==> config.mk <==
export PLATFORM = sky130hd
export DESIGN_NAME = task_worker_dispatcher
export DESIGN_NICKNAME = d
export VERILOG_FILES = /design/src/sv/twd_pkg.sv /design/src/sv/twd_fifo.sv /design/src/sv/twd_front.sv /design/src/sv/twd_engine.sv /design/src/sv/task_worker_dispatcher.sv
export SDC_FILE = /design/constraint.sdc
export NUM_CORES = 1
export LEC_CHECK = 0
export BUFFER_PORTS_ARGS = -buffer_cell sky130_fd_sc_hd__buf_4
export CAP_MARGIN = 15
export CELL_PAD_IN_SITES_DETAIL_PLACEMENT = 0
export CELL_PAD_IN_SITES_GLOBAL_PLACEMENT = 2
export CORE_MARGIN = 2
export CORE_UTILIZATION = 40
export DETAILED_ROUTE_END_ITERATION = 6
export PLACE_DENSITY_LB_ADDON = 0.1
export SYNTH_ARGS = -nofsm -noshare
export SYNTH_HDL_FRONTEND = slang
export SYNTH_HIERARCHICAL = 1
export SYNTH_SLANG_ARGS = --single-unit
==> constraint.sdc <==
create_clock -name clk_i -period 6.6 [get_ports clk_i]
set_clock_uncertainty 0.1 [all_clocks]
set_input_delay 0.33 -clock clk_i [delete_from_list [all_inputs] [get_ports clk_i]]
set_output_delay 0.33 -clock clk_i [all_outputs]
set_load 0.01 [all_outputs]
==> src/sv/twd_pkg.sv <==
// Shared types, codes and default sizes of the task/worker dispatcher.
`default_nettype none

package twd_pkg;

  localparam int OP_W       = 3;
  localparam int TASK_W     = 8;
  localparam int WID_W      = 3;
  localparam int STATUS_W   = 4;
  localparam int MAXW_W     = 4;

  localparam int PENDING_DEPTH_DEF = 16;
  localparam int WORKER_LIMIT_DEF  = 8;
  localparam int QUEUE_DEPTH       = 2;

  localparam logic [MAXW_W-1:0] MAXW_RESET = 4'd8;

  typedef enum logic [OP_W-1:0] {
    OP_SUBMIT     = 3'd0,
    OP_SUBMIT_IMM = 3'd1,
    OP_REMOVE     = 3'd2,
    OP_CLEAR      = 3'd3,
    OP_DONE       = 3'd4
  } op_e;

  typedef enum logic [2:0] {
    K_SUBMIT     = 3'd0,
    K_SUBMIT_IMM = 3'd1,
    K_REMOVE     = 3'd2,
    K_CLEAR      = 3'd3,
    K_DONE       = 3'd4,
    K_BAD        = 3'd5
  } cmd_kind_e;

  typedef enum logic [STATUS_W-1:0] {
    STS_TO_IDLE   = 4'd0,
    STS_TO_NEW    = 4'd1,
    STS_QUEUED    = 4'd2,
    STS_REJECTED  = 4'd3,
    STS_DROPPED   = 4'd4,
    STS_REMOVED   = 4'd5,
    STS_NOT_FOUND = 4'd6,
    STS_CLEARED   = 4'd7,
    STS_IDLED     = 4'd8
  } status_e;

  typedef struct packed {
    cmd_kind_e          kind;
    logic [TASK_W-1:0]  task_id;
    logic [WID_W-1:0]   worker_id;
  } cmd_t;

  typedef struct packed {
    status_e            status;
    logic               assign_valid;
    logic [WID_W-1:0]   assign_worker;
    logic [TASK_W-1:0]  assign_task;
  } res_t;

endpackage

`default_nettype wire

==> src/sv/twd_fifo.sv <==
// Small flop-based queue used between front and back and at the result side.
`default_nettype none

module twd_fifo
  import twd_pkg::*;
#(
  parameter type T     = cmd_t,
  parameter int  DEPTH = QUEUE_DEPTH
) (
  input  wire  clk_i,
  input  wire  rst_ni,
  input  wire  push_i,
  input  T     data_i,
  output logic full_o,
  input  wire  pop_i,
  output T     data_o,
  output logic empty_o
);

  localparam int AW = (DEPTH > 1) ? $clog2(DEPTH) : 1;
  localparam int CW = $clog2(DEPTH + 1);

  T mem_q [DEPTH];

  logic [AW-1:0] wr_q, wr_d, rd_q, rd_d;
  logic [CW-1:0] cnt_q, cnt_d;
  logic          do_push, do_pop;

  assign full_o  = (cnt_q == CW'(DEPTH));
  assign empty_o = (cnt_q == '0);
  assign do_push = push_i && !full_o;
  assign do_pop  = pop_i && !empty_o;
  assign data_o  = mem_q[rd_q];

  always_comb begin
    wr_d  = wr_q;
    rd_d  = rd_q;
    if (do_push) begin
      wr_d = (wr_q == AW'(DEPTH - 1)) ? '0 : wr_q + AW'(1);
    end
    if (do_pop) begin
      rd_d = (rd_q == AW'(DEPTH - 1)) ? '0 : rd_q + AW'(1);
    end
    cnt_d = cnt_q + CW'(do_push) - CW'(do_pop);
  end

  always_ff @(posedge clk_i or negedge rst_ni) begin
    if (!rst_ni) begin
      wr_q  <= '0;
      rd_q  <= '0;
      cnt_q <= '0;
    end else begin
      wr_q  <= wr_d;
      rd_q  <= rd_d;
      cnt_q <= cnt_d;
    end
  end

  always_ff @(posedge clk_i) begin
    if (do_push) begin
      mem_q[wr_q] <= data_i;
    end
  end

endmodule

`default_nettype wire

==> src/sv/twd_front.sv <==
// Front end: takes input beats and decodes the op into a command for the back end.
`default_nettype none

module twd_front
  import twd_pkg::*;
(
  input  wire               push_i,
  output logic              full_o,
  input  wire  [OP_W-1:0]   op_i,
  input  wire  [TASK_W-1:0] task_id_i,
  input  wire  [WID_W-1:0]  worker_id_i,
  output logic              cmd_push_o,
  output cmd_t              cmd_o,
  input  wire               cmd_full_i
);

  assign full_o     = cmd_full_i;
  assign cmd_push_o = push_i;

  always_comb begin
    cmd_o.task_id   = task_id_i;
    cmd_o.worker_id = worker_id_i;
    case (op_i)
      OP_SUBMIT:     cmd_o.kind = K_SUBMIT;
      OP_SUBMIT_IMM: cmd_o.kind = K_SUBMIT_IMM;
      OP_REMOVE:     cmd_o.kind = K_REMOVE;
      OP_CLEAR:      cmd_o.kind = K_CLEAR;
      OP_DONE:       cmd_o.kind = K_DONE;
      default:       cmd_o.kind = K_BAD;
    endcase
  end

endmodule

`default_nettype wire

==> src/sv/twd_engine.sv <==
// Back end: pending-task ring, idle-worker ring, worker count and command sequencer.
`default_nettype none

module twd_engine
  import twd_pkg::*;
#(
  parameter int PENDING_DEPTH = PENDING_DEPTH_DEF,
  parameter int WORKER_LIMIT  = WORKER_LIMIT_DEF
) (
  input  wire               clk_i,
  input  wire               rst_ni,
  input  wire               cfg_we_i,
  input  wire  [MAXW_W-1:0] cfg_data_i,
  input  cmd_t              cmd_i,
  input  wire               cmd_empty_i,
  output logic              cmd_pop_o,
  output res_t              res_o,
  input  wire               res_full_i,
  output logic              res_push_o
);

  localparam int PW  = $clog2(PENDING_DEPTH);
  localparam int PCW = $clog2(PENDING_DEPTH + 1);
  localparam int IW  = (WORKER_LIMIT > 1) ? $clog2(WORKER_LIMIT) : 1;
  localparam int ICW = $clog2(WORKER_LIMIT + 1);

  typedef enum logic [5:0] {
    S_IDLE  = 6'b000001,
    S_EXEC  = 6'b000010,
    S_DRD   = 6'b000100,
    S_SRCH  = 6'b001000,
    S_SHIFT = 6'b010000,
    S_EMIT  = 6'b100000
  } state_e;

  function automatic logic [PW-1:0] p_wrap(input logic [PW:0] s);
    logic [PW:0] r;
    r = (s >= (PW+1)'(PENDING_DEPTH)) ? s - (PW+1)'(PENDING_DEPTH) : s;
    return r[PW-1:0];
  endfunction

  function automatic logic [IW-1:0] i_wrap(input logic [IW:0] s);
    logic [IW:0] r;
    r = (s >= (IW+1)'(WORKER_LIMIT)) ? s - (IW+1)'(WORKER_LIMIT) : s;
    return r[IW-1:0];
  endfunction

  state_e state_q, state_d;
  cmd_t   cmd_q, cmd_d;
  res_t   res_q, res_d;

  logic [PW-1:0]     p_head_q, p_head_d;
  logic [PCW-1:0]    p_cnt_q, p_cnt_d;
  logic [PCW-1:0]    idx_q, idx_d;
  logic [IW-1:0]     i_head_q, i_head_d;
  logic [ICW-1:0]    i_cnt_q, i_cnt_d;
  logic [ICW-1:0]    started_q, started_d;
  logic [MAXW_W-1:0] max_workers_q;

  // pending store
  logic [TASK_W-1:0] pend_mem [PENDING_DEPTH];
  logic              p_we, p_re;
  logic [PW-1:0]     p_waddr, p_raddr;
  logic [TASK_W-1:0] p_wdata, p_rdata_q;

  // idle worker store
  logic [WID_W-1:0]  idle_mem [WORKER_LIMIT];
  logic              i_we, i_re;
  logic [IW-1:0]     i_waddr;
  logic [WID_W-1:0]  i_rdata_q;

  logic [7:0]     started8, cap8, maxw8, lim8;
  logic [PCW:0]   idx_p1, idx_p2;

  assign maxw8    = 8'(max_workers_q);
  assign lim8     = 8'(WORKER_LIMIT);
  assign cap8     = (maxw8 < lim8) ? maxw8 : lim8;
  assign started8 = 8'(started_q);
  assign idx_p1   = (PCW+1)'(idx_q) + (PCW+1)'(1);
  assign idx_p2   = (PCW+1)'(idx_q) + (PCW+1)'(2);

  assign res_o = res_q;

  always_comb begin
    state_d    = state_q;
    cmd_d      = cmd_q;
    res_d      = res_q;
    p_head_d   = p_head_q;
    p_cnt_d    = p_cnt_q;
    idx_d      = idx_q;
    i_head_d   = i_head_q;
    i_cnt_d    = i_cnt_q;
    started_d  = started_q;
    cmd_pop_o  = 1'b0;
    res_push_o = 1'b0;
    p_we       = 1'b0;
    p_re       = 1'b0;
    p_waddr    = p_head_q;
    p_raddr    = p_head_q;
    p_wdata    = cmd_q.task_id;
    i_we       = 1'b0;
    i_re       = 1'b0;
    i_waddr    = i_head_q;

    case (state_q)
      S_IDLE: begin
        if (!cmd_empty_i) begin
          cmd_pop_o = 1'b1;
          cmd_d     = cmd_i;
          i_re      = 1'b1;
          state_d   = S_EXEC;
        end
      end

      S_EXEC: begin
        res_d   = '{status: STS_REJECTED, assign_valid: 1'b0,
                    assign_worker: '0, assign_task: '0};
        state_d = S_EMIT;
        case (cmd_q.kind)
          K_SUBMIT, K_SUBMIT_IMM: begin
            if (i_cnt_q != '0) begin
              res_d    = '{status: STS_TO_IDLE, assign_valid: 1'b1,
                           assign_worker: i_rdata_q, assign_task: cmd_q.task_id};
              i_head_d = i_wrap((IW+1)'(i_head_q) + (IW+1)'(1));
              i_cnt_d  = i_cnt_q - ICW'(1);
            end else if (started8 < cap8) begin
              res_d     = '{status: STS_TO_NEW, assign_valid: 1'b1,
                            assign_worker: started8[WID_W-1:0],
                            assign_task: cmd_q.task_id};
              started_d = started_q + ICW'(1);
            end else if (cmd_q.kind == K_SUBMIT_IMM) begin
              res_d.status = STS_REJECTED;
            end else if (p_cnt_q < PCW'(PENDING_DEPTH)) begin
              p_we         = 1'b1;
              p_waddr      = p_wrap((PW+1)'(p_head_q) + (PW+1)'(p_cnt_q));
              p_cnt_d      = p_cnt_q + PCW'(1);
              res_d.status = STS_QUEUED;
            end else begin
              res_d.status = STS_DROPPED;
            end
          end
          K_REMOVE: begin
            if (p_cnt_q == '0) begin
              res_d.status = STS_NOT_FOUND;
            end else begin
              p_re    = 1'b1;
              idx_d   = '0;
              state_d = S_SRCH;
            end
          end
          K_CLEAR: begin
            p_cnt_d      = '0;
            res_d.status = STS_CLEARED;
          end
          K_DONE: begin
            if (p_cnt_q != '0) begin
              p_re    = 1'b1;
              state_d = S_DRD;
            end else begin
              if (i_cnt_q < ICW'(WORKER_LIMIT)) begin
                i_we    = 1'b1;
                i_waddr = i_wrap((IW+1)'(i_head_q) + (IW+1)'(i_cnt_q));
                i_cnt_d = i_cnt_q + ICW'(1);
              end
              res_d.status = STS_IDLED;
            end
          end
          default: res_d.status = STS_REJECTED;
        endcase
      end

      S_DRD: begin
        res_d    = '{status: STS_TO_IDLE, assign_valid: 1'b1,
                     assign_worker: cmd_q.worker_id, assign_task: p_rdata_q};
        p_head_d = p_wrap((PW+1)'(p_head_q) + (PW+1)'(1));
        p_cnt_d  = p_cnt_q - PCW'(1);
        state_d  = S_EMIT;
      end

      // p_rdata_q holds entry idx_q (offset from head)
      S_SRCH: begin
        res_d = '{status: STS_NOT_FOUND, assign_valid: 1'b0,
                  assign_worker: '0, assign_task: '0};
        if (p_rdata_q == cmd_q.task_id) begin
          if (idx_p1 == (PCW+1)'(p_cnt_q)) begin
            p_cnt_d      = p_cnt_q - PCW'(1);
            res_d.status = STS_REMOVED;
            state_d      = S_EMIT;
          end else begin
            p_re    = 1'b1;
            p_raddr = p_wrap((PW+1)'(p_head_q) + (PW+1)'(idx_p1));
            state_d = S_SHIFT;
          end
        end else if (idx_p1 < (PCW+1)'(p_cnt_q)) begin
          p_re    = 1'b1;
          p_raddr = p_wrap((PW+1)'(p_head_q) + (PW+1)'(idx_p1));
          idx_d   = idx_p1[PCW-1:0];
        end else begin
          state_d = S_EMIT;
        end
      end

      // p_rdata_q holds entry idx_q+1, moved down into idx_q
      S_SHIFT: begin
        p_we    = 1'b1;
        p_waddr = p_wrap((PW+1)'(p_head_q) + (PW+1)'(idx_q));
        p_wdata = p_rdata_q;
        if (idx_p2 < (PCW+1)'(p_cnt_q)) begin
          p_re    = 1'b1;
          p_raddr = p_wrap((PW+1)'(p_head_q) + (PW+1)'(idx_p2));
          idx_d   = idx_p1[PCW-1:0];
        end else begin
          p_cnt_d      = p_cnt_q - PCW'(1);
          res_d        = '{status: STS_REMOVED, assign_valid: 1'b0,
                           assign_worker: '0, assign_task: '0};
          state_d      = S_EMIT;
        end
      end

      S_EMIT: begin
        if (!res_full_i) begin
          res_push_o = 1'b1;
          if (!cmd_empty_i) begin
            cmd_pop_o = 1'b1;
            cmd_d     = cmd_i;
            i_re      = 1'b1;
            state_d   = S_EXEC;
          end else begin
            state_d = S_IDLE;
          end
        end
      end

      default: state_d = S_IDLE;
    endcase
  end

  always_ff @(posedge clk_i or negedge rst_ni) begin
    if (!rst_ni) begin
      state_q       <= S_IDLE;
      p_head_q      <= '0;
      p_cnt_q       <= '0;
      idx_q         <= '0;
      i_head_q      <= '0;
      i_cnt_q       <= '0;
      started_q     <= '0;
      max_workers_q <= MAXW_RESET;
    end else begin
      state_q   <= state_d;
      p_head_q  <= p_head_d;
      p_cnt_q   <= p_cnt_d;
      idx_q     <= idx_d;
      i_head_q  <= i_head_d;
      i_cnt_q   <= i_cnt_d;
      started_q <= started_d;
      if (cfg_we_i) begin
        max_workers_q <= cfg_data_i;
      end
    end
  end

  always_ff @(posedge clk_i) begin
    cmd_q <= cmd_d;
    res_q <= res_d;
  end

  always_ff @(posedge clk_i) begin
    if (p_we) begin
      pend_mem[p_waddr] <= p_wdata;
    end
    if (p_re) begin
      p_rdata_q <= pend_mem[p_raddr];
    end
  end

  always_ff @(posedge clk_i) begin
    if (i_we) begin
      idle_mem[i_waddr] <= cmd_q.worker_id;
    end
    if (i_re) begin
      i_rdata_q <= idle_mem[i_head_q];
    end
  end

endmodule

`default_nettype wire

==> src/sv/task_worker_dispatcher.sv <==
// Task/worker dispatcher top level: front decode, command queue, engine, result queue.
// Path: command queue, engine and its result register, then result queue and the result ports.
// Engine steps: execute, then hand off once the result queue has room, popping the next command
//   as it hands off; a worker done with a pending task also reads the store; remove searches
//   up to the match and shifts the entries behind it, one memory read per cycle on the store.
// Reset: async active low clears queues, counts and heads, max_workers returns to 8;
//   task and worker stores are not cleared, so no pass runs after reset.
`default_nettype none

module task_worker_dispatcher
  import twd_pkg::*;
#(
  parameter int PENDING_DEPTH = PENDING_DEPTH_DEF,
  parameter int WORKER_LIMIT  = WORKER_LIMIT_DEF
) (
  input  wire                 clk_i,
  input  wire                 rst_ni,
  input  wire                 push,
  output logic                full,
  input  wire  [OP_W-1:0]     op_i,
  input  wire  [TASK_W-1:0]   task_id_i,
  input  wire  [WID_W-1:0]    worker_id_i,
  output logic                empty,
  input  wire                 pop,
  output logic [STATUS_W-1:0] status_o,
  output logic                assign_valid_o,
  output logic [WID_W-1:0]    assign_worker_o,
  output logic [TASK_W-1:0]   assign_task_o,
  input  wire                 cfg_valid_i,
  output logic                cfg_ready_o,
  input  wire  [MAXW_W-1:0]   cfg_max_workers_i
);

  cmd_t front_cmd, eng_cmd;
  res_t eng_res, out_res;
  logic front_push, cmd_full, cmd_empty, cmd_pop;
  logic res_full, res_push;

  assign cfg_ready_o = 1'b1;

  twd_front u_front (
    .push_i      (push),
    .full_o      (full),
    .op_i        (op_i),
    .task_id_i   (task_id_i),
    .worker_id_i (worker_id_i),
    .cmd_push_o  (front_push),
    .cmd_o       (front_cmd),
    .cmd_full_i  (cmd_full)
  );

  twd_fifo #(
    .T     (cmd_t),
    .DEPTH (QUEUE_DEPTH)
  ) u_cmd_q (
    .clk_i   (clk_i),
    .rst_ni  (rst_ni),
    .push_i  (front_push),
    .data_i  (front_cmd),
    .full_o  (cmd_full),
    .pop_i   (cmd_pop),
    .data_o  (eng_cmd),
    .empty_o (cmd_empty)
  );

  twd_engine #(
    .PENDING_DEPTH (PENDING_DEPTH),
    .WORKER_LIMIT  (WORKER_LIMIT)
  ) u_engine (
    .clk_i       (clk_i),
    .rst_ni      (rst_ni),
    .cfg_we_i    (cfg_valid_i && cfg_ready_o),
    .cfg_data_i  (cfg_max_workers_i),
    .cmd_i       (eng_cmd),
    .cmd_empty_i (cmd_empty),
    .cmd_pop_o   (cmd_pop),
    .res_o       (eng_res),
    .res_full_i  (res_full),
    .res_push_o  (res_push)
  );

  twd_fifo #(
    .T     (res_t),
    .DEPTH (QUEUE_DEPTH)
  ) u_res_q (
    .clk_i   (clk_i),
    .rst_ni  (rst_ni),
    .push_i  (res_push),
    .data_i  (eng_res),
    .full_o  (res_full),
    .pop_i   (pop),
    .data_o  (out_res),
    .empty_o (empty)
  );

  assign status_o        = out_res.status;
  assign assign_valid_o  = out_res.assign_valid;
  assign assign_worker_o = out_res.assign_worker;
  assign assign_task_o   = out_res.assign_task;

endmodule

`default_nettype wire

Word level (Yosys, flattened, before mapping)
Memories as Yosys holds them, arrays and structs flattened. A register that Yosys moved wholly into a read port is not among the register bits.
Index checks and enable logic that the tools add are counted.
{"block": "op_classes", "add_sub_neg": 29, "n_mul": 0, "div_mod_pow": 0, "order_cmp": 13, "n_eq_ne": 37, "shifts": 0, "mux": 106, "bitwise": 1, "n_reduce_logical": 28}
{"cell": "$mux W4", "count": 21}
{"cell": "$pmux W16 S4", "count": 1}
{"cell": "$mux W5", "count": 12}
{"cell": "$mux W6", "count": 8}
{"cell": "$pmux W6 S6", "count": 1}
{"cell": "$mux W16", "count": 2}
{"cell": "$mux W1", "count": 31}
{"cell": "$mux W14", "count": 2}
{"cell": "$pmux W14 S2", "count": 1}
{"cell": "$mux W3", "count": 9}
{"cell": "$ge A5 B5 Y1 const B", "count": 5}
{"cell": "$mux W12", "count": 2}
{"cell": "$pmux W4 S2", "count": 3}
{"cell": "$sub A4 B1 Y4 const B", "count": 6}
{"cell": "$add A4 B5 Y5", "count": 4}
{"cell": "$pmux W5 S4", "count": 1}
{"cell": "$pmux W4 S4", "count": 1}
{"cell": "$pmux W3 S5", "count": 1}
{"cell": "$pmux W5 S3", "count": 1}
{"cell": "$ne A2 B2 Y1 const B", "count": 7}
{"cell": "$eq A3 B2 Y1 const B", "count": 4}
{"cell": "$lt A6 B5 Y1", "count": 2}
{"cell": "$ne A2 B1 Y1 const B", "count": 6}
{"cell": "$ne A3 B3 Y1 const B", "count": 4}
{"cell": "other kinds (51)", "count": 79}
{"block": "totals", "ff_bits": 73, "latch_bits": 0, "mem_bits_rw": 212, "rom_bits": 0, "in_bits": 23, "out_inout_bits": 19, "elab_cells": 239, "mem_count": 4}
{"memory": "u_engine.pend_mem", "words": 16, "width": 8, "rd": 1, "rd_ports_with_merged_regs": 1, "write_ports": 1, "line": "twd_engine.sv:61", "source": "logic [TASK_W-1:0] pend_mem [PENDING_DEPTH];"}
{"memory": "u_res_q.mem_q", "words": 2, "width": 16, "rd": 1, "rd_ports_with_merged_regs": 0, "write_ports": 1, "line": "twd_fifo.sv:23", "source": "T mem_q [DEPTH];"}
{"memory": "u_cmd_q.mem_q", "words": 2, "width": 14, "rd": 1, "rd_ports_with_merged_regs": 0, "write_ports": 1, "line": "twd_fifo.sv:23"}
{"memory": "u_engine.idle_mem", "words": 8, "width": 3, "rd": 1, "rd_ports_with_merged_regs": 1, "write_ports": 1, "line": "twd_engine.sv:67", "source": "logic [WID_W-1:0] idle_mem [WORKER_LIMIT];"}

Logic depth before layout (Yosys ltp)
Gate-level depths: netlist of the first run.
{"block": "depth", "ltp_word": 9, "ltp_mapped": 15, "depth_no_buf": 14}

Modules after synthesis
Netlist of the first run, hierarchy kept.
{"module": "twd_engine", "instances": 1, "cells_per_inst": 838, "area_each_um2": 11016.8, "seq_area_each_um2": 6673.9}
{"module": "twd_fifo at u_res_q", "instances": 1, "cells_per_inst": 68, "area_each_um2": 1406.3, "seq_area_each_um2": 1061.0}
{"module": "twd_fifo at u_cmd_q", "instances": 1, "cells_per_inst": 62, "area_each_um2": 1263.7, "seq_area_each_um2": 940.9}
{"module": "twd_front", "instances": 1, "cells_per_inst": 16, "area_each_um2": 115.1, "seq_area_each_um2": 0.0}
{"module": "task_worker_dispatcher", "instances": 1, "cells_per_inst": 2, "area_each_um2": 11.3, "seq_area_each_um2": 0.0}

Worst setup path after synthesis of the first run
No wires, ideal clock.
{"block": "synth_path", "path_kind": "register to register", "from": "register u_engine.idx_q[1]", "to": "register u_engine.p_rdata_q[6], read port of u_engine.pend_mem (data pin)", "setup_time_ns": 0.272, "arrival_ns": 3.457, "required_ns": 6.228, "slack_ns": 2.772, "stages_incl_launch_ff": 15, "path_buffers": 0, "period_less_slack_ns": 3.828, "cell_sequence": "dfrtp_1 -> ha_1 -> nand2_1 -> xor2_2 -> inv_1 -> ha_1 -> a21o_1 -> a21oi_1 -> and3_1 -> mux2_2 -> nand3_1 -> nand2_2 -> mux2_4 -> a2111o_1 -> or4_1"}
{"block": "synth_between", "elab_chain_cells": 7, "elab_cells_between_ends": 23, "cone_classes": "add/sub: 6; order compare: 4; eq/ne: 1; mux: 12"}
{"element": "from (decl)", "line": "twd_engine.sv:54", "source": "logic [PCW-1:0] idx_q, idx_d;"}
{"element": "from (signal assigned)", "line": "twd_engine.sv:252", "source": "idx_q <= idx_d;"}
{"element": "$add A5 B1 Y6", "line": "twd_engine.sv:79", "source": "assign idx_p1 = (PCW+1)'(idx_q) + (PCW+1)'(1);"}
{"element": "$add A4 B5 Y5", "line": "twd_engine.sv:191, twd_engine.sv:196"}
{"element": "$sub A4 B1 Y4 / $ge A5 B5 Y1 (equally long branches)", "line": "twd_engine.sv:38", "source": "r = (s >= (PW+1)'(PENDING_DEPTH)) ? s - (PW+1)'(PENDING_DEPTH) : s;"}
{"element": "$mux W4", "line": "twd_engine.sv:38"}
{"element": "$mux W4 (on tied branches)", "line": "twd_engine.sv:194, twd_engine.sv:185"}
{"element": "$mux W4", "line": "twd_engine.sv:184", "source": "if (p_rdata_q == cmd_q.task_id) begin"}
{"element": "$pmux W4 S2", "line": "twd_engine.sv:105", "source": "case (state_q)"}
{"element": "to (decl)", "line": "twd_engine.sv:64", "source": "logic [TASK_W-1:0] p_wdata, p_rdata_q;"}
Parallel ways exist; a longest one is shown, timed or not.
A chain may end at the register's enable or synchronous reset.

Worst setup path in the final report of the first run
{"block": "layout_path", "from": "register u_engine.idx_q[1]", "to": "register u_engine.p_rdata_q[1], read port of u_engine.pend_mem (data pin)"}
Same word-level chain as after synthesis.

==> results of run 1 <==
[critical path, stage by stage, from the launching register on]
cell,delay [ns]
sky130_fd_sc_hd__dfrtp_1,0.48
sky130_fd_sc_hd__ha_1,0.37
sky130_fd_sc_hd__ha_1,0.22
sky130_fd_sc_hd__o31ai_1,0.55
sky130_fd_sc_hd__o2111ai_4,0.28
sky130_fd_sc_hd__o211ai_1,0.22
sky130_fd_sc_hd__o21a_1,0.73
sky130_fd_sc_hd__nand2_1,0.49
sky130_fd_sc_hd__mux2_2,0.42
sky130_fd_sc_hd__a2111oi_0,0.90
sky130_fd_sc_hd__nand3_1,0.15
[state kept, by name, summed over array words and instances (netlist names)]
| signal | cells |
|---|---|
| u_cmd_q/cnt_q | 2 |
| u_cmd_q/mem_q | 28 |
| u_cmd_q/rd_q | 1 |
| u_cmd_q/wr_q | 1 |
| u_engine/cmd_q | 14 |
| u_engine/i_cnt_q | 4 |
| u_engine/i_head_q | 3 |
| u_engine/i_rdata_q | 3 |
| u_engine/idle_mem | 24 |
| u_engine/idx_q | 5 |
| u_engine/max_workers_q | 4 |
| u_engine/p_cnt_q | 5 |
| u_engine/p_head_q | 4 |
| u_engine/p_rdata_q | 8 |
| u_engine/pend_mem | 128 |
| u_engine/res_o | 16 |
| u_engine/started_q | 4 |
| u_engine/state_q | 6 |
| u_res_q/cnt_q | 2 |
| u_res_q/mem_q | 32 |
| u_res_q/rd_q | 1 |
| u_res_q/wr_q | 1 |
[cells in the final DEF (no fill, tap or decap), drive strengths merged, types with 3 or more instances in the layout]
master | synthesis | routed
nand3b | 4 | 4
nand2b | 5 | 5
a2111oi | 34 | 34
edfxtp | 253 | 253
dlygate4sd3 | 0 | 19
and2 | 3 | 3
clkinv | 0 | 12
o22ai | 3 | 3
mux4 | 6 | 6
fa | 6 | 6
clkbuf | 32 | 43
ha | 39 | 39
nand2 | 69 | 69
nor2 | 46 | 46
and3 | 12 | 12
o21ai | 48 | 48
or3 | 3 | 3
nor3 | 30 | 30
nor2b | 11 | 11
a22o | 10 | 10
mux2i | 3 | 3
a21o | 9 | 9
xor2 | 10 | 10
a22oi | 16 | 16
a31oi | 3 | 3
xnor2 | 35 | 35
a21oi | 27 | 27
nand4 | 7 | 7
o211ai | 4 | 4
o31ai | 5 | 5
mux2 | 80 | 80
buf | 25 | 64
nand3 | 47 | 47
nor4 | 4 | 4
inv | 19 | 22
dfrtp | 41 | 41
[synthesized netlist by cell type (all sizes together) (3+ instances only)]
cell	instances
and2	3
a22o	10
nor4	4
o31ai	5
nand2	69
o22ai	3
nand3b	4
fa	6
mux2i	3
nor2b	11
ha	39
xnor2	35
a31oi	3
edfxtp	253
buf	25
mux2	80
nand2b	5
nand4	7
o211ai	4
nor3	30
or3	3
nor2	46
a22oi	16
mux4	6
inv	19
o21ai	48
and3	12
a21oi	27
dfrtp	41
nand3	47
a2111oi	34
xor2	10
a21o	9
clkbuf	32
[per-stage QoR]
step | std cells | setup WS (ns) | total power, mW | util, % | area (um^2)
after floorplan | 986 | 2.77 | 3.72 | - | 13800
after global placement | 1447 | 1.33 | 4.26 | 42.4 | 14500
after detailed placement | 1447 | 1.30 | 4.26 | 42.4 | 14500
after CTS | 1528 | 1.27 | 6.11 | 46.1 | 15800
after global routing | 1529 | 0.888 | 6.37 | 46.1 | 15800
final | 1529 | 1.39 | 6.03 | 46.1 | 15800
[power by group through the flow]
stage,combinational (mW),sequential [mW],clock [mW]
3_5_place_dp,1.43,2.83,0
6_report,1.43,2.78,1.82
5_1_grt,1.59,2.83,1.95
3_3_place_gp,1.44,2.83,0
2_1_floorplan,1.08,2.64,0
4_1_cts,1.45,2.79,1.87
[cell families (layout without fill, tap and decap cells)]
kind of cell	Yosys count	count (layout)	share of synthesized area [%]
DFF	296	296	62.8
and+or+nand+nor	254	254	9.42
buffers and inverters	76	164	2.86
muxes	89	89	8.26
other	1	1	0.0271
xor gates and xnor gates	45	45	2.91
AOI/OAI and AO/OA	180	180	9.31
adders and majority gates	45	45	4.40
[layout make-up]
class	count	area (um^2)
timing repair buffer	83	668
inverter	19	71.3
tap	455	569
fill	3081	18500
clock inverter	19	170
multi-input combinational	614	4750
clock buffer	43	906
sequential	296	8680
[routing by layer]
layer  up-vias  wire length [um]
met5         -                 0
met4         0               910
met3        52              1100
met2       136             15700
met1      4127             15700
li1       3907                 -
[final timing paths]
| kind | startpoint | slack (ns) | cells after the start | endpoint |
|---|---|---|---|---|
| min in group asynchronous | rst_ni | 0.28 | 2 | u_engine/max_workers_q[0]$_DFFE_PN0P_ |
| max in group asynchronous | rst_ni | 5.66 | 2 | u_engine/p_head_q[3]$_DFFE_PN0P_ |
| worst max register to register | u_engine/idx_q[1]$_DFFE_PN0P_ | 1.39 | 10 | u_engine/p_rdata_q[1]$_DFFE_PP_ |
| worst min register to register | u_engine/res_o[12]$_DFFE_PP_ | 0.34 | 0 | u_res_q/mem_q[0][12]$_DFFE_PP_ |
| worst min-delay path | op_i[1] | 0.03 | 2 | u_cmd_q/mem_q[1][11]$_DFFE_PP_ |
| worst max-delay path | u_engine/idx_q[1]$_DFFE_PN0P_ | 1.39 | 10 | u_engine/p_rdata_q[1]$_DFFE_PP_ |
==> impl_metrics.prom, run 1 <==
# TYPE chip_impl_metric gauge
chip_impl_info{name="cts.root.buffer_cell",value="sky130_fd_sc_hd__clkbuf_16"} 1
chip_impl_metric{name="worst_ir_drop_vdd",unit="mV"} 0.209
chip_impl_metric{name="clk_latency",unit="ns"} 0.52
chip_impl_metric{name="post-route-drc-count",unit=""} 0
chip_impl_metric{name="whs",unit="ns"} 0.0291
chip_impl_metric{name="setup_viol",unit=""} 0
chip_impl_metric{name="insertedDiodeCount",unit=""} 0
chip_impl_metric{name="maximum_buffer_depth_of_the_clock_tree",unit=""} 3
chip_impl_info{name="synth_top_area_cell",value="sky130_fd_sc_hd__edfxtp_1"} 1
chip_impl_metric{name="final-max-slew-violation-count",unit=""} 0
chip_impl_metric{name="grt_util_met1",unit="%"} 26.6
chip_impl_metric{name="dr.first_iter.drc_count",unit=""} 441
chip_impl_metric{name="core_area",unit="mm^2"} 0.0343
chip_impl_metric{name="switching_part_of_the_total_power",unit="%"} 31.5
chip_impl_metric{name="die_width",unit="um"} 190
chip_impl_metric{name="avgSynthCellArea",unit="um^2"} 14.0
chip_impl_metric{name="seq_power_share",unit="%"} 46.2
chip_impl_metric{name="mappedNetlistNets",unit=""} 1054
chip_impl_metric{name="synthToLayoutAreaGrowth",unit="%"} 14.4
chip_impl_metric{name="cts_post_setup_buffers_inserted",unit=""} 0
chip_impl_metric{name="cap_viol_max_count",unit=""} 0
chip_impl_metric{name="grt_max_degree",unit=""} 44
chip_impl_metric{name="netlist_area",unit="mm^2"} 0.0138
chip_impl_info{name="tritoncts",value="yes"} 1
chip_impl_metric{name="grt_pass1_wl",unit="um"} 52000
chip_impl_info{name="rsz0062_at_grt",value="no"} 1
chip_impl_metric{name="vias",unit=""} 8222
chip_impl_metric{name="pwr-share-comb",unit="%"} 23.7
chip_impl_metric{name="p_switching",unit="mW"} 1.90
chip_impl_metric{name="tightest_slew",unit="ns"} 1.05
chip_impl_metric{name="maxClockFrequency",unit="GHz"} 0.192
chip_impl_metric{name="holdBufCountCts",unit=""} 19
chip_impl_metric{name="synth_cells",unit=""} 986
chip_impl_metric{name="crit_arrival",unit="ns"} 5.35
chip_impl_metric{name="cts-htree-levels",unit=""} 2
chip_impl_metric{name="die_area",unit="mm^2"} 0.0360
chip_impl_metric{name="nets",unit=""} 1117
chip_impl_metric{name="total_length_of_routed_wires",unit="um"} 33400
chip_impl_info{name="crit_path_end_kind",value="flip-flop"} 1
chip_impl_metric{name="grtUsageTotal",unit="%"} 19.0
chip_impl_metric{name="hpwlAfterDp",unit="um"} 22700
chip_impl_metric{name="clock_sinks",unit=""} 296
chip_impl_metric{name="rows",unit=""} 68
chip_impl_metric{name="gp_routability_congestion",unit=""} 0.752
chip_impl_metric{name="synthArstFlopShare",unit="%"} 14.5
chip_impl_metric{name="cts_buffers",unit=""} 35
chip_impl_metric{name="post-route-period-util",unit="%"} 79.0
chip_impl_metric{name="timing.final.crit_period",unit="ns"} 5.21
chip_impl_metric{name="critical_path.max_fanout",unit=""} 24
chip_impl_metric{name="power.internal",unit="mW"} 4.13
chip_impl_metric{name="firstDrtPassIters",unit=""} 4
chip_impl_metric{name="cts_resized",unit=""} 0
chip_impl_metric{name="routedWlPerCell",unit="um"} 21.8
chip_impl_metric{name="synth_top_cell_area_share",unit="%"} 55.0
chip_impl_metric{name="antenna_left",unit=""} 0
chip_impl_metric{name="clock_network_power_share",unit="%"} 30.1
chip_impl_metric{name="vias_in_the_first_global_route",unit=""} 8446
chip_impl_metric{name="path_clk_slew",unit="ns"} 0.06
chip_impl_metric{name="seq_total_area_yosys",unit="%"} 62.8
chip_impl_metric{name="grt_overflow_total",unit=""} 0
chip_impl_metric{name="critical_path_required",unit="ns"} 6.74
chip_impl_info{name="criticalPathCategory",value="flip-flop to flip-flop"} 1
chip_impl_metric{name="power.density",unit="mW/mm^2"} 381
chip_impl_metric{name="grt_antenna_before_repair",unit=""} 0
chip_impl_metric{name="initial_utilization",unit="%"} 40.3
chip_impl_metric{name="yosysUniqueCellTypes",unit=""} 82
chip_impl_metric{name="io_buffers",unit=""} 40
chip_impl_metric{name="power_leakage",unit="nW"} 5.72
chip_impl_metric{name="use_met2",unit="%"} 30.7
chip_impl_metric{name="number_of_storage_elements_in_the_synthesis_netlist",unit=""} 296
chip_impl_metric{name="die_h",unit="um"} 190
chip_impl_info{name="worstSetupStartpointType",value="flip-flop"} 1
chip_impl_metric{name="count_of_flip_flops_with_a_built_in_enable_after_synthesis",unit=""} 253
chip_impl_metric{name="ioPinCount",unit=""} 42
chip_impl_info{name="ys_top_cells_by_area",value="sky130_fd_sc_hd__edfxtp_1 (55%), sky130_fd_sc_hd__dfrtp_1 (7.4%), sky130_fd_sc_hd__mux2_2 (5.0%)"} 1
chip_impl_info{name="outcome",value="completed"} 1
chip_impl_metric{name="worst_slew_margin_rel",unit="%"} 29.5
chip_impl_info{name="hp-class",value="primary input to flip-flop"} 1
chip_impl_metric{name="timing.final.hold_violations",unit=""} 0
chip_impl_metric{name="post_route_cells_drive_above_1_share",unit="%"} 20.6
chip_impl_info{name="synth_top_flop_cell",value="sky130_fd_sc_hd__edfxtp_1"} 1
chip_impl_info{name="most_crowded_layer_after_global_routing",value="met2"} 1
chip_impl_metric{name="grt_util_met3",unit="%"} 2.91
chip_impl_metric{name="ys.warnings.count",unit=""} 6
chip_impl_metric{name="viasPerCell",unit=""} 5.38
chip_impl_metric{name="setup_tns",unit="ns"} 0
Note: power is estimated with default switching activity, not from simulation.
==> run 2, diff against run 1 <==
ABC_AREA = 1   (was default)
CORE_UTILIZATION = 37   (was 40)
clock period = 4.75 ns   (was 6.6 ns; I/O delays follow)
==> impl_metrics.prom, run 2 <==
# TYPE chip_impl_metric gauge
chip_impl_info{name="outcome",value="completed"} 1
chip_impl_metric{name="die_width",unit="um"} 202
chip_impl_info{name="hp-class",value="primary input to async pin"} 1
chip_impl_metric{name="number_of_storage_elements_in_the_synthesis_netlist",unit=""} 296
chip_impl_metric{name="timing.final.crit_period",unit="ns"} 3.76
chip_impl_metric{name="gp_routability_congestion",unit=""} 0.786
chip_impl_metric{name="worst_slew_margin_rel",unit="%"} 24.9
chip_impl_metric{name="power.density",unit="mW/mm^2"} 548
chip_impl_metric{name="yosysUniqueCellTypes",unit=""} 54
chip_impl_metric{name="die_area",unit="mm^2"} 0.0408
chip_impl_metric{name="whs",unit="ns"} 0.164
chip_impl_info{name="r2r-end",value="u_engine/p_rdata_q[4]$_DFFE_PP_"} 1
chip_impl_metric{name="seq_power_share",unit="%"} 42.0
chip_impl_metric{name="timing.final.hold_violations",unit=""} 0
chip_impl_info{name="synth_top_flop_cell",value="sky130_fd_sc_hd__edfxtp_1"} 1
chip_impl_metric{name="grt_overflow_total",unit=""} 0
chip_impl_info{name="biggestRegsByFlops",value="u_engine/pend_mem (128), u_res_q/mem_q (32), u_cmd_q/mem_q (28)"} 1
chip_impl_metric{name="nets",unit=""} 1574
chip_impl_metric{name="synthToLayoutAreaGrowth",unit="%"} 14.5
chip_impl_info{name="cts.root.buffer_cell",value="sky130_fd_sc_hd__clkbuf_16"} 1
chip_impl_metric{name="setup_viol",unit=""} 0
chip_impl_metric{name="routedWlPerCell",unit="um"} 18.2
chip_impl_info{name="synthTopCellsByCount",value="sky130_fd_sc_hd__nand2_1 (362), sky130_fd_sc_hd__edfxtp_1 (253), sky130_fd_sc_hd__nand3_1 (187)"} 1
chip_impl_metric{name="die_h",unit="um"} 202
chip_impl_metric{name="seq_total_area_yosys",unit="%"} 59.7
chip_impl_metric{name="antenna_left",unit=""} 0
chip_impl_metric{name="p_switching",unit="mW"} 3.20
chip_impl_metric{name="netlist_area",unit="mm^2"} 0.0145
chip_impl_metric{name="avgSynthCellArea",unit="um^2"} 10.1
chip_impl_info{name="critical_path.reg2reg.startpoint",value="u_engine/idx_q[1]$_DFFE_PN0P_"} 1
chip_impl_metric{name="synthArstFlopShare",unit="%"} 14.5
chip_impl_info{name="cpMaxStageDelayCell",value="sky130_fd_sc_hd__dfrtp_1"} 1
chip_impl_metric{name="critical_path_required",unit="ns"} 4.95
chip_impl_metric{name="setup_tns",unit="ns"} 0
chip_impl_metric{name="count_of_flip_flops_with_a_built_in_enable_after_synthesis",unit=""} 253
chip_impl_metric{name="worst_ir_drop_vdd",unit="mV"} 0.297
chip_impl_metric{name="vias",unit=""} 9984
chip_impl_metric{name="ioPinCount",unit=""} 42
chip_impl_metric{name="clock_sinks",unit=""} 296
chip_impl_metric{name="maxClockFrequency",unit="GHz"} 0.266
chip_impl_metric{name="switching_part_of_the_total_power",unit="%"} 35.2
chip_impl_metric{name="setup_slack_of_the_most_critical_reg_to_reg_path",unit="ns"} 0.99
chip_impl_info{name="most-common-layout-cells",value="sky130_fd_sc_hd__nand2_1 (362), sky130_fd_sc_hd__edfxtp_1 (253), sky130_fd_sc_hd__nand3_1 (187)"} 1
chip_impl_info{name="worstSetupStartpointType",value="flip-flop"} 1
chip_impl_metric{name="cts_buffers",unit=""} 36
chip_impl_metric{name="grtUsageTotal",unit="%"} 18.6
chip_impl_info{name="yosys.cell_count.top_type",value="sky130_fd_sc_hd__nand2_1"} 1
chip_impl_metric{name="ff2ff_path_depth",unit=""} 19
chip_impl_metric{name="post-route-period-util",unit="%"} 79.1
chip_impl_info{name="timing.critical_path.cells",value="ha_1 -> nand3_1 -> xor2_1 -> inv_1 -> ha_1 -> nand3_1 -> nor2_1 -> nand2_1 -> o21ai_1 -> nand2_1 -> nand3_1 -> nand2_2 -> nand2_4 -> buf_4 -> nand2_1 -> nand3_1 -> nand3_1 -> nand3_1 -> nand2_1"} 1
chip_impl_metric{name="synth_cells",unit=""} 1441
chip_impl_metric{name="clock_network_power_share",unit="%"} 29.0
chip_impl_metric{name="ys.warnings.count",unit=""} 6
chip_impl_info{name="layout.cells.most_common",value="sky130_fd_sc_hd__nand2_1"} 1
chip_impl_metric{name="insertedDiodeCount",unit=""} 0
chip_impl_metric{name="grt_max_degree",unit=""} 44
chip_impl_metric{name="n_fill_cell",unit=""} 3791
chip_impl_metric{name="maximum_buffer_depth_of_the_clock_tree",unit=""} 3
chip_impl_info{name="timing.critical_path.max_delay_family",value="simple AND/OR/NAND/NOR gates"} 1
chip_impl_metric{name="pwr-share-comb",unit="%"} 29.0
chip_impl_metric{name="grt_pass1_wl",unit="um"} 58200
chip_impl_metric{name="cts-htree-levels",unit=""} 2
chip_impl_metric{name="post_route_cells_drive_above_1_share",unit="%"} 11.2
chip_impl_metric{name="mappedNetlistNets",unit=""} 1509
chip_impl_info{name="criticalPathCategory",value="flip-flop to flip-flop"} 1
chip_impl_metric{name="path_clk_slew",unit="ns"} 0.06
chip_impl_metric{name="critPathMaxStageDelay",unit="ns"} 0.46
chip_impl_metric{name="tightest_slew",unit="ns"} 1.12
chip_impl_metric{name="critical_path.max_fanout",unit=""} 35
chip_impl_metric{name="synth_top_cell_area_share",unit="%"} 52.3
chip_impl_info{name="critical-path-top-cell-by-count",value="sky130_fd_sc_hd__nand3_1"} 1
chip_impl_metric{name="worstPathBufferInverterCount",unit=""} 2
chip_impl_metric{name="total_length_of_routed_wires",unit="um"} 37200
chip_impl_metric{name="final-max-slew-violation-count",unit=""} 0
chip_impl_metric{name="core_area",unit="mm^2"} 0.0387
chip_impl_metric{name="initial_utilization",unit="%"} 37.5
chip_impl_info{name="synth_top_area_cell",value="sky130_fd_sc_hd__edfxtp_1"} 1
chip_impl_metric{name="critical_path_depth",unit=""} 19
chip_impl_metric{name="hpwlAfterDp",unit="um"} 25400
chip_impl_metric{name="clk_latency",unit="ns"} 0.54
chip_impl_metric{name="power_leakage",unit="nW"} 7.07
chip_impl_metric{name="firstDrtPassIters",unit=""} 5
chip_impl_metric{name="viasPerCell",unit=""} 4.87
chip_impl_info{name="largest-register",value="u_engine/pend_mem"} 1
chip_impl_metric{name="largest_reg_flops",unit=""} 128
chip_impl_metric{name="dr.first_iter.drc_count",unit=""} 605
chip_impl_info{name="crit_path_end_kind",value="flip-flop"} 1
chip_impl_metric{name="rows",unit=""} 72
chip_impl_metric{name="grt_antenna_before_repair",unit=""} 0
chip_impl_metric{name="crit_arrival",unit="ns"} 3.96
chip_impl_info{name="ys_top_cells_by_area",value="sky130_fd_sc_hd__edfxtp_1 (52%), sky130_fd_sc_hd__nand2_1 (9.4%), sky130_fd_sc_hd__dfrtp_1 (7.1%)"} 1
chip_impl_metric{name="power.internal",unit="mW"} 5.90
chip_impl_info{name="rsz0062_at_grt",value="no"} 1
chip_impl_metric{name="vias_in_the_first_global_route",unit=""} 9797
chip_impl_metric{name="post-route-drc-count",unit=""} 0
chip_impl_info{name="tritoncts",value="yes"} 1
chip_impl_metric{name="cap_viol_max_count",unit=""} 0
chip_impl_metric{name="io_buffers",unit=""} 40
-- run 2: cell count changes in the layout (fill, tap and decap cells not counted), moves of 33 or more --
| cell | before | now |
|---|---|---|
| sky130_fd_sc_hd__mux2_2 | 61 | 4 |
| sky130_fd_sc_hd__nor2_1 | 43 | 86 |
| sky130_fd_sc_hd__nand3_1 | 47 | 187 |
| sky130_fd_sc_hd__nand2_1 | 68 | 362 |
| sky130_fd_sc_hd__inv_1 | 19 | 177 |
| sky130_fd_sc_hd__a2111oi_0 | 33 | 0 |
-- run 2: logic make-up (layout without fill, tap and decap cells) --
kind of cell | Yosys count | in the layout | share of synthesized area [%]
AOI/OAI and AO/OA | 107 | 107 | 4.40
and+or+nand+nor | 704 | 704 | 21.3
adders and majority gates | 45 | 45 | 4.19
muxes | 6 | 6 | 0.448
xor gates and xnor gates | 32 | 32 | 1.93
DFF | 296 | 296 | 59.7
other | 1 | 1 | 0.0258
buffers and inverters | 250 | 342 | 7.94
-- run 2: power groups by stage --
stage          registers, mW  clock network (mW)  logic (mW)
2_1_floorplan           3.69                   0        1.89
3_3_place_gp            3.88                   0        2.65
3_5_place_dp            3.89                   0        2.66
4_1_cts                 3.83                2.71        2.69
5_1_grt                 3.88                2.81        3.02
6_report                3.82                2.64        2.64
-- run 2: worst register-to-register path, cell delays in order (launching register included) --
cell                      delay [ns]
sky130_fd_sc_hd__dfrtp_1        0.46
sky130_fd_sc_hd__ha_1           0.26
sky130_fd_sc_hd__nand3_1        0.10
sky130_fd_sc_hd__xor2_1         0.20
sky130_fd_sc_hd__inv_1          0.07
sky130_fd_sc_hd__ha_1           0.32
sky130_fd_sc_hd__nand3_1        0.08
sky130_fd_sc_hd__nor2_1         0.21
sky130_fd_sc_hd__nand2_1        0.16
sky130_fd_sc_hd__o21ai_1        0.15
sky130_fd_sc_hd__nand2_1        0.07
sky130_fd_sc_hd__nand3_1        0.10
sky130_fd_sc_hd__nand2_2        0.17
sky130_fd_sc_hd__nand2_4        0.11
sky130_fd_sc_hd__buf_4          0.37
sky130_fd_sc_hd__nand2_1        0.14
sky130_fd_sc_hd__nand3_1        0.11
sky130_fd_sc_hd__nand3_1        0.17
sky130_fd_sc_hd__nand3_1        0.13
sky130_fd_sc_hd__nand2_1        0.06
-- run 2: routing by layer --
metal | track usage [%] | wire length [um] | vias to the layer above
li1 | - | - | 4943
met5 | 0 | 0 | -
met1 | 27.3 | 18500 | 4840
met3 | 3.26 | 1280 | 46
met2 | 28.8 | 16800 | 155
met4 | 4.64 | 709 | 0
-- run 2: worst max-delay path by stage --
stage | slack, ns | end | start
2_1_floorplan | 1.80 | u_engine/p_rdata_q[6]$_DFFE_PP_ | u_engine/idx_q[1]$_DFFE_PN0P_
3_3_place_gp | 1.05 | u_engine/p_rdata_q[1]$_DFFE_PP_ | u_engine/idx_q[1]$_DFFE_PN0P_
3_5_place_dp | 1.01 | u_engine/p_rdata_q[4]$_DFFE_PP_ | u_engine/idx_q[1]$_DFFE_PN0P_
4_1_cts | 1.01 | u_engine/p_rdata_q[4]$_DFFE_PP_ | u_engine/idx_q[1]$_DFFE_PN0P_
5_1_grt | 0.67 | u_engine/p_rdata_q[1]$_DFFE_PP_ | u_engine/idx_q[1]$_DFFE_PN0P_
6_report | 0.99 | u_engine/p_rdata_q[4]$_DFFE_PP_ | u_engine/idx_q[1]$_DFFE_PN0P_
-- run 2: cell type report --
class,instances,area (um^2),share of cell area [%]
tap,518,648,3.90
inverter,191,729,4.39
clock inverter,17,149,0.896
multi-input combinational,895,4720,28.4
timing repair buffer,86,713,4.29
sequential,296,8680,52.2
clock buffer,48,988,5.95
-- run 2: stage by stage --
step           setup slack [ns]  cells  area [um^2]  total power, mW  utilization, %
3_3_place_gp               1.05   1959        15200             6.53            39.3
5_1_grt                   0.667   2051        16600             9.71            42.9
2_1_floorplan              1.80   1441        14500             5.58               -
4_1_cts                    1.01   2051        16600             9.24            42.9
6_report                  0.991   2051        16600             9.10            42.9
3_5_place_dp               1.01   1959        15200             6.55            39.3
-- run 2: repair_timing --
item | in CTS | in global routing
buffers inserted | 0 | 0
hold buffers | 27 | 0
endpoints found under the hold margin | 75 | 0
gates resized for setup | 0 | 0
